==> src/rtl/feal_pkg.sv <==
// Shared types, constants and round functions of the FEAL-4 pipeline.
`default_nettype none

package feal_pkg;

  // Register stages: input whitening, four rounds, output whitening
  localparam int NUM_STG = 6;

  typedef logic [2:0]  cfg_idx_t;
  typedef logic [31:0] word_t;
  typedef logic [63:0] block_t;

  // Key register indexes
  localparam cfg_idx_t CFG_KEY_M1 = 3'd0;
  localparam cfg_idx_t CFG_KEY_N1 = 3'd1;
  localparam cfg_idx_t CFG_KEY_M2 = 3'd2;
  localparam cfg_idx_t CFG_KEY_N2 = 3'd3;
  localparam cfg_idx_t CFG_KEY_M3 = 3'd4;
  localparam cfg_idx_t CFG_KEY_N3 = 3'd5;

  // Operation codes
  localparam logic OP_ENCRYPT = 1'b0;
  localparam logic OP_DECRYPT = 1'b1;

  // S operation: rotate left by 2 of (a + b + d) mod 256
  function automatic logic [7:0] feal_s(input logic [7:0] a, input logic [7:0] b,
                                        input logic d);
    logic [7:0] t;
    t = a + b + {7'd0, d};
    return {t[5:0], t[7:6]};
  endfunction

  // F function, byte 0 is the most significant byte
  function automatic word_t feal_f(input word_t w);
    logic [7:0] c0, c1, c2, c3;
    c1 = feal_s(w[31:24] ^ w[23:16], w[15:8] ^ w[7:0], 1'b1);
    c2 = feal_s(w[15:8] ^ w[7:0], c1, 1'b0);
    c0 = feal_s(w[31:24], c1, 1'b0);
    c3 = feal_s(w[7:0], c2, 1'b1);
    return {c0, c1, c2, c3};
  endfunction

endpackage

`default_nettype wire

==> src/rtl/feal_in_if.sv <==
// Input channel: operation bit and one 64-bit block per beat.
`default_nettype none

interface feal_in_if;
  logic        valid;
  logic        ready;
  logic        operation;
  logic [63:0] data_block;

  modport source(output valid, output operation, output data_block, input ready);
  modport sink(input valid, input operation, input data_block, output ready);
endinterface

`default_nettype wire

==> src/rtl/feal_out_if.sv <==
// Result channel: one 64-bit block per beat.
`default_nettype none

interface feal_out_if;
  logic        valid;
  logic        ready;
  logic [63:0] result_block;

  modport source(output valid, output result_block, input ready);
  modport sink(input valid, input result_block, output ready);
endinterface

`default_nettype wire

==> src/rtl/feal_equivalent_block_cipher_top.sv <==
// FEAL-4 encrypt/decrypt pipeline in key-constant form with key registers.
// Each beat passes through stage registers 0 to 5 in order; the result beat is driven
// from the last stage register, whose valid bit is out_ch.valid.
// Throughput: one block per cycle unless out_ch stalls; six register stages, one per
// F round or whitening step, with valid bits that let bubbles collapse under stall.
// Reset (synchronous, rst_n low) clears all stage valid bits and all six keys.
`default_nettype none

module feal_equivalent_block_cipher_top
  import feal_pkg::*;
(
  input  wire logic     clk,
  input  wire logic     rst_n,
  feal_in_if.sink       in_ch,
  feal_out_if.source    out_ch,
  input  wire logic     cfg_we,
  input  wire cfg_idx_t cfg_index,
  input  wire word_t    cfg_wdata
);

  // Key registers
  word_t key_m1_r, key_n1_r, key_m2_r, key_n2_r, key_m3_r, key_n3_r;

  // Stage registers: (u, v) pair, direction and valid
  logic  [NUM_STG-1:0] vld_r;
  logic  [NUM_STG-1:0] op_r;
  word_t               u_r [NUM_STG];
  word_t               v_r [NUM_STG];
  logic  [NUM_STG-1:0] rdy;

  word_t u_nxt [NUM_STG];
  word_t v_nxt [NUM_STG];
  word_t rkey  [NUM_STG];

  // Write key registers
  always_ff @(posedge clk) begin
    if (!rst_n) begin
      key_m1_r <= '0;
      key_n1_r <= '0;
      key_m2_r <= '0;
      key_n2_r <= '0;
      key_m3_r <= '0;
      key_n3_r <= '0;
    end else if (cfg_we) begin
      unique case (cfg_index)
        CFG_KEY_M1: key_m1_r <= cfg_wdata;
        CFG_KEY_N1: key_n1_r <= cfg_wdata;
        CFG_KEY_M2: key_m2_r <= cfg_wdata;
        CFG_KEY_N2: key_n2_r <= cfg_wdata;
        CFG_KEY_M3: key_m3_r <= cfg_wdata;
        CFG_KEY_N3: key_n3_r <= cfg_wdata;
        default: ;
      endcase
    end
  end

  // Ready chain: a stage takes a beat when empty or when it drains downstream
  always_comb begin
    rdy[NUM_STG-1] = !vld_r[NUM_STG-1] || out_ch.ready;
    for (int i = NUM_STG - 2; i >= 0; i--) begin
      rdy[i] = !vld_r[i] || rdy[i+1];
    end
  end

  assign in_ch.ready = rdy[0];

  // Round keys: encrypt uses 0,0,M2,N2; decrypt uses N2,M2,0,0
  always_comb begin
    for (int i = 0; i < NUM_STG; i++) begin
      rkey[i] = '0;
    end
    rkey[1] = (op_r[0] == OP_DECRYPT) ? key_n2_r : '0;
    rkey[2] = (op_r[1] == OP_DECRYPT) ? key_m2_r : '0;
    rkey[3] = (op_r[2] == OP_DECRYPT) ? '0 : key_m2_r;
    rkey[4] = (op_r[3] == OP_DECRYPT) ? '0 : key_n2_r;
  end

  // Stage datapath
  always_comb begin
    logic  in_dec;
    word_t in_hi, in_lo, wk_a, wk_b, hi;
    in_dec = (in_ch.operation == OP_DECRYPT);
    in_hi  = in_ch.data_block[63:32];
    in_lo  = in_ch.data_block[31:0];
    // input whitening: encrypt with M1/N1, decrypt with N3/M3
    wk_a     = in_dec ? key_n3_r : key_m1_r;
    wk_b     = in_dec ? key_m3_r : key_n1_r;
    u_nxt[0] = in_hi ^ wk_a;
    v_nxt[0] = in_hi ^ in_lo ^ wk_b;
    // rounds: (u, v) -> (v, u ^ F(v ^ k))
    for (int i = 1; i < NUM_STG - 1; i++) begin
      u_nxt[i] = v_r[i-1];
      v_nxt[i] = u_r[i-1] ^ feal_f(v_r[i-1] ^ rkey[i]);
    end
    // output whitening: encrypt with N3/M3, decrypt with M1/N1
    hi = v_r[NUM_STG-2] ^ ((op_r[NUM_STG-2] == OP_DECRYPT) ? key_m1_r : key_n3_r);
    u_nxt[NUM_STG-1] = hi;
    v_nxt[NUM_STG-1] = u_r[NUM_STG-2] ^ hi ^
                       ((op_r[NUM_STG-2] == OP_DECRYPT) ? key_n1_r : key_m3_r);
  end

  // Advance valid bits
  always_ff @(posedge clk) begin
    if (!rst_n) begin
      vld_r <= '0;
    end else begin
      if (rdy[0]) begin
        vld_r[0] <= in_ch.valid;
      end
      for (int i = 1; i < NUM_STG; i++) begin
        if (rdy[i]) begin
          vld_r[i] <= vld_r[i-1];
        end
      end
    end
  end

  // Advance payload; hold while stalled
  always_ff @(posedge clk) begin
    if (rdy[0]) begin
      op_r[0] <= in_ch.operation;
    end
    for (int i = 1; i < NUM_STG; i++) begin
      if (rdy[i]) begin
        op_r[i] <= op_r[i-1];
      end
    end
    for (int i = 0; i < NUM_STG; i++) begin
      if (rdy[i]) begin
        u_r[i] <= u_nxt[i];
        v_r[i] <= v_nxt[i];
      end
    end
  end

  assign out_ch.valid        = vld_r[NUM_STG-1];
  assign out_ch.result_block = {u_r[NUM_STG-1], v_r[NUM_STG-1]};

`ifndef SYNTHESIS
  // An accepted beat lands in the first stage
  a_in_lands: assert property (@(posedge clk) disable iff (!rst_n)
    (in_ch.valid && in_ch.ready) |=> vld_r[0])
    else $error("accepted input beat not captured");

  // Input stalls only when every stage is full
  a_full_stall: assert property (@(posedge clk) disable iff (!rst_n)
    !in_ch.ready |-> (&vld_r))
    else $error("input stalled with a bubble in the pipeline");

  // A beat leaving the last round reaches the output stage
  a_last_move: assert property (@(posedge clk) disable iff (!rst_n)
    (vld_r[NUM_STG-2] && rdy[NUM_STG-1]) |=> vld_r[NUM_STG-1])
    else $error("beat lost between last round and output");

  // Stage 1, when stalled, keeps its beat
  a_stage_hold: assert property (@(posedge clk) disable iff (!rst_n)
    (vld_r[1] && !rdy[1]) |=> (vld_r[1] && $stable(v_r[1])))
    else $error("stalled stage dropped or changed its beat");
`endif

endmodule

`default_nettype wire
==> src/flat_wrapper.sv <==
// flat-port wrapper written by rule: the top's interface ports become plain ports
module feal_equivalent_block_cipher_top_flat import feal_pkg::*;
  (clk, rst_n, cfg_we, cfg_index, cfg_wdata, in_ch_valid, in_ch_operation, in_ch_data_block, in_ch_ready, out_ch_valid, out_ch_result_block, out_ch_ready);
  feal_in_if in_ch_i ();
  feal_out_if out_ch_i ();
  input  wire logic clk;
  input  wire logic rst_n;
  input  wire logic cfg_we;
  input  wire cfg_idx_t cfg_index;
  input  wire word_t cfg_wdata;
  input wire logic [$bits(in_ch_i.valid)-1:0] in_ch_valid;
  input wire logic [$bits(in_ch_i.operation)-1:0] in_ch_operation;
  input wire logic [$bits(in_ch_i.data_block)-1:0] in_ch_data_block;
  output wire logic [$bits(in_ch_i.ready)-1:0] in_ch_ready;
  output wire logic [$bits(out_ch_i.valid)-1:0] out_ch_valid;
  output wire logic [$bits(out_ch_i.result_block)-1:0] out_ch_result_block;
  input wire logic [$bits(out_ch_i.ready)-1:0] out_ch_ready;
  assign in_ch_i.valid = in_ch_valid;
  assign in_ch_i.operation = in_ch_operation;
  assign in_ch_i.data_block = in_ch_data_block;
  assign in_ch_ready = in_ch_i.ready;
  assign out_ch_valid = out_ch_i.valid;
  assign out_ch_result_block = out_ch_i.result_block;
  assign out_ch_i.ready = out_ch_ready;
  feal_equivalent_block_cipher_top u_core (.clk(clk), .rst_n(rst_n), .in_ch(in_ch_i), .out_ch(out_ch_i), .cfg_we(cfg_we), .cfg_index(cfg_index), .cfg_wdata(cfg_wdata));
endmodule
==> config.mk <==
export PLATFORM = sky130hd
export DESIGN_NAME = feal_equivalent_block_cipher_top_flat
export DESIGN_NICKNAME = d
export VERILOG_FILES = /design/src/rtl/feal_pkg.sv /design/src/rtl/feal_in_if.sv /design/src/rtl/feal_out_if.sv /design/src/rtl/feal_equivalent_block_cipher_top.sv /design/src/flat_wrapper.sv
export SDC_FILE = /design/constraint.sdc
export NUM_CORES = 1
export LEC_CHECK = 0
export BUFFER_PORTS_ARGS = -buffer_cell sky130_fd_sc_hd__buf_4
export CAP_MARGIN = 5
export CORE_MARGIN = 2
export CORE_UTILIZATION = 56
export DETAILED_ROUTE_END_ITERATION = 8
export PLACE_DENSITY = 0.84
export SYNTH_ARGS = -nofsm -noshare
export SYNTH_HDL_FRONTEND = slang
export SYNTH_SLANG_ARGS = --single-unit
==> constraint.sdc <==
create_clock -name clk -period 6.6 [get_ports clk]
set_input_delay 1.32 -clock clk [delete_from_list [all_inputs] [get_ports clk]]
set_output_delay 1.32 -clock clk [all_outputs]
set_load 0.01 [all_outputs]
==> metrics.json <==
{
  "clock_network": {
    "clk_pin_slew_worst_paths_ns": 0.07,
    "max-clock-path-buffers": 3,
    "clock_insertion_delay_worst_skew_ns": 0.62,
    "cts.root.buffer_cell": "clkbuf_16",
    "cts_made_buffers": 58,
    "cts_tree": "yes",
    "hold_buffers": 0,
    "h-tree-depth": 2,
    "numClockSinks": 587
  },
  "global_route": {
    "antenna_found_initial": 7,
    "wire_length_of_the_first_global_routing_pass_um": 122700,
    "maximum_number_of_pins_on_one_net_before_global_route_repair": 103,
    "gr-usage-met1_pct": 42.50,
    "busiest_layer": "met2",
    "grtUsageTotal_pct": 29.91,
    "grt.overflow.total": 0,
    "grtUsageMet3_pct": 7.883,
    "grtUsageMet2_pct": 45.40,
    "grt_pass1_vias": 19596
  },
  "critical_path": {
    "cp_slowest_stage_delay_ns": 0.51,
    "path_class": "flop to flop",
    "rr_startpoint": "u_core.op_r[0]",
    "worstRegToRegCells": 28,
    "critical_path_peak_fanout": 8,
    "crit_arrival_ns": 6.82,
    "crit_path_end_kind": "flop",
    "cp-start-kind": "flop",
    "destination_of_the_worst_register_to_register_timing_path": "u_core.v_r[1][0]",
    "required_time_worst_endpoint_ns": 6.97,
    "critical-path-top-cell-by-count": "a21oi_1",
    "setup.reg_to_reg.worst_slack_ns": 0.15,
    "critical_path.slowest_cell": "edfxtp_1"
  },
  "synthesis": {
    "synth.yosys.seq_area_share_pct": 52.38,
    "mean_instance_size_in_the_synthesized_netlist_sq_um": 11.68,
    "netlist.top_cell.by_area": "edfxtp_1",
    "post_synth_instance_area_sq_mm": 0.02987,
    "synth_area_leaders": "edfxtp_1, dfxtp_1, xnor2_1",
    "yosysWarnings": 0,
    "synth.distinct_cells": 42,
    "postSynthCellCount": 2558,
    "synth_top_cell_area_share_pct": 39.11,
    "syn-num-nets": 2783,
    "postSynthRegisterBits": 587
  },
  "route": {
    "num_vias": 20084,
    "detail_route.drc_violations": 0,
    "via_per_inst": 5.788,
    "drt_pre_antenna_iters": 7,
    "drt_iter0_markers": 2108,
    "wire_per_inst_um": 24.31,
    "drt.antenna.violating_nets": 0,
    "drt_wl_total_um": 84370
  },
  "finish": {
    "post_route_cells_drive_above_1_share_pct": 12.30,
    "post_synthesis_to_final_layout_area_growth_pct": 14.02,
    "most-common-layout-cells": "nand2_1, xnor2_1, edfxtp_1",
    "layout.cells.most_common": "nand2_1",
    "layout.nets": 2957,
    "finish.cell_count_without_fillers": 3470,
    "fillCellCount": 3893
  },
  "placement": {
    "post-place-cells": 3353,
    "placement.io_buffers": 170,
    "hpwlAfterDp_um": 62780,
    "pre_cts_setup_slack_ns": 0.1376,
    "gp_routability_congestion": 0.9676
  },
  "die": {
    "core_sq_mm": 0.05266,
    "die_area_sq_mm": 0.05520,
    "rows": 84,
    "initial_core_util_pct": 56.72,
    "floorplan.io_pins": 171,
    "floorplan.die.width_um": 234.9,
    "fp.dieH_um": 234.9
  },
  "sta": {
    "rsz0062_at_grt": "yes",
    "finalSetupTns_ns": 0,
    "timing_worst_slew_pin_value_ns": 1.037,
    "finalMaxSlewViolations": 0,
    "hold_violations": 0,
    "hold_slack_ns": 0.4669,
    "final.setup_skew_ns": 0.02027,
    "period_needed_ns": 6.451,
    "max_clock_freq_mhz": 155.0,
    "timing.final.setup_violations": 0,
    "setup_slack_ns": 0.1489,
    "layout_worst_path_cycle_share_pct": 97.74,
    "slew-limit-headroom_pct": 30.73
  },
  "status": {
    "outcome": "finished, final reports clean"
  },
  "job": {
    "max_cap_viol_count": 0
  },
  "hold_path": {
    "timing.hold.worst_path_depth": 0,
    "worst_hold_path_type": "flop to flop",
    "hold_path_startpoint": "u_core.v_r[3][23]",
    "capture_endpoint_of_the_worst_hold_path": "u_core.u_r[4][23]"
  }
}
## registers in the layout (all words and copies together) (netlist names), 6 cells and up
name,cells
u_core.u_r,192
u_core.key_m1_r,32
u_core.vld_r,6
u_core.key_n2_r,32
u_core.key_m3_r,32
u_core.key_n3_r,32
u_core.v_r,192
u_core.key_m2_r,32
u_core.key_n1_r,32
## routing by layer
layer	wire, um	vias up
met3	10170	148
met5	23	-
met2	37370	1034
met4	2393	4
li1	-	9003
met1	34420	9895
## logic make-up after synthesis
| kind of cell | after synthesis | share of synthesized area, % |
|---|---|---|
| flip-flops | 587 | 52.38 |
| XOR/XNOR | 642 | 19.38 |
| AND/OR/NAND/NOR | 593 | 8.445 |
| buffers and inverters | 147 | 1.860 |
| adder cells (fa/ha/maj) | 124 | 5.563 |
| multiplexers | 128 | 4.290 |
| AO/OA/AOI/OAI | 337 | 8.077 |
## worst max path at each step
stage          slack, ns  cells after the start                to            from
2_1_floorplan       0.43                     30  u_core.v_r[2][0]  u_core.op_r[1]
3_3_place_gp        0.36                     28  u_core.v_r[1][0]  u_core.op_r[0]
3_5_place_dp        0.14                     27  u_core.v_r[1][0]  u_core.op_r[0]
4_1_cts             0.12                     27  u_core.v_r[1][0]  u_core.op_r[0]
5_1_grt            -0.08                     28  u_core.v_r[1][0]  u_core.op_r[0]
6_report            0.15                     28  u_core.v_r[1][0]  u_core.op_r[0]
## worst max-delay path: cells and delay by family (launching register included)
kind / cells / cell delay, ns
fa+ha+maj: 7 / 2.46
compound gates: 9 / 1.45
xor+xnor: 5 / 1.10
flops: 1 / 0.51
simple gates: 4 / 0.48
buf+inv: 3 / 0.20
## area by class of cell
type / count / area [sq um] / area share [%]
clock buffers: 81 / 1725 / 5.067
multi-input cells: 1824 / 13780 / 40.46
flip-flops and latches: 587 / 15650 / 45.94
clock inverters: 28 / 285.3 / 0.8377
well taps: 688 / 860.8 / 2.528
repair buffers: 204 / 1544 / 4.534
diodes: 1 / 2.502 / 0.007348
inverters: 57 / 214.0 / 0.6283
## Yosys cell counts
| cell | n |
|---|---|
| a21boi_0 | 194 |
| a21o_1 | 34 |
| a21oi_1 | 51 |
| a311o_1 | 4 |
| a311oi_1 | 2 |
| a311oi_2 | 4 |
| a31oi_1 | 8 |
| and2_1 | 6 |
| and3_1 | 3 |
| and3b_1 | 5 |
| buf_1 | 8 |
| buf_2 | 3 |
| clkbuf_1 | 79 |
| dfxtp_1 | 198 |
| edfxtp_1 | 389 |
| fa_1 | 16 |
| ha_1 | 104 |
| inv_1 | 57 |
| maj3_1 | 4 |
| mux2i_1 | 128 |
| nand2_1 | 471 |
| nand2b_1 | 42 |
| nand3_1 | 2 |
| nand3b_1 | 4 |
| nor2_1 | 9 |
| nor2b_1 | 49 |
| nor3_1 | 1 |
| o211ai_1 | 2 |
| o21a_1 | 7 |
| o21ai_0 | 10 |
| o21ai_1 | 1 |
| o21bai_1 | 14 |
| o221ai_1 | 2 |
| o31a_1 | 2 |
| o31ai_1 | 2 |
| or2_2 | 1 |
| xnor2_1 | 425 |
| xnor2_2 | 6 |
| xnor2_4 | 3 |
| xnor3_1 | 2 |
| xor2_1 | 201 |
| xor2_2 | 5 |
## repair_timing
action,in CTS,in global routing
endpoints found under the setup margin,0,8
gates resized for setup,0,12
setup buffers,0,7
## metrics by stage
step,utilization (%),instance area [sq um]
2_1_floorplan,-,29870
3_3_place_gp,60.60,31910
3_5_place_dp,60.60,31910
4_1_cts,64.41,33920
5_1_grt,64.67,34050
6_report,64.67,34050
Power is not shown: default switching activity piles up to over one toggle a cycle in this logic, so the estimate is an artifact.
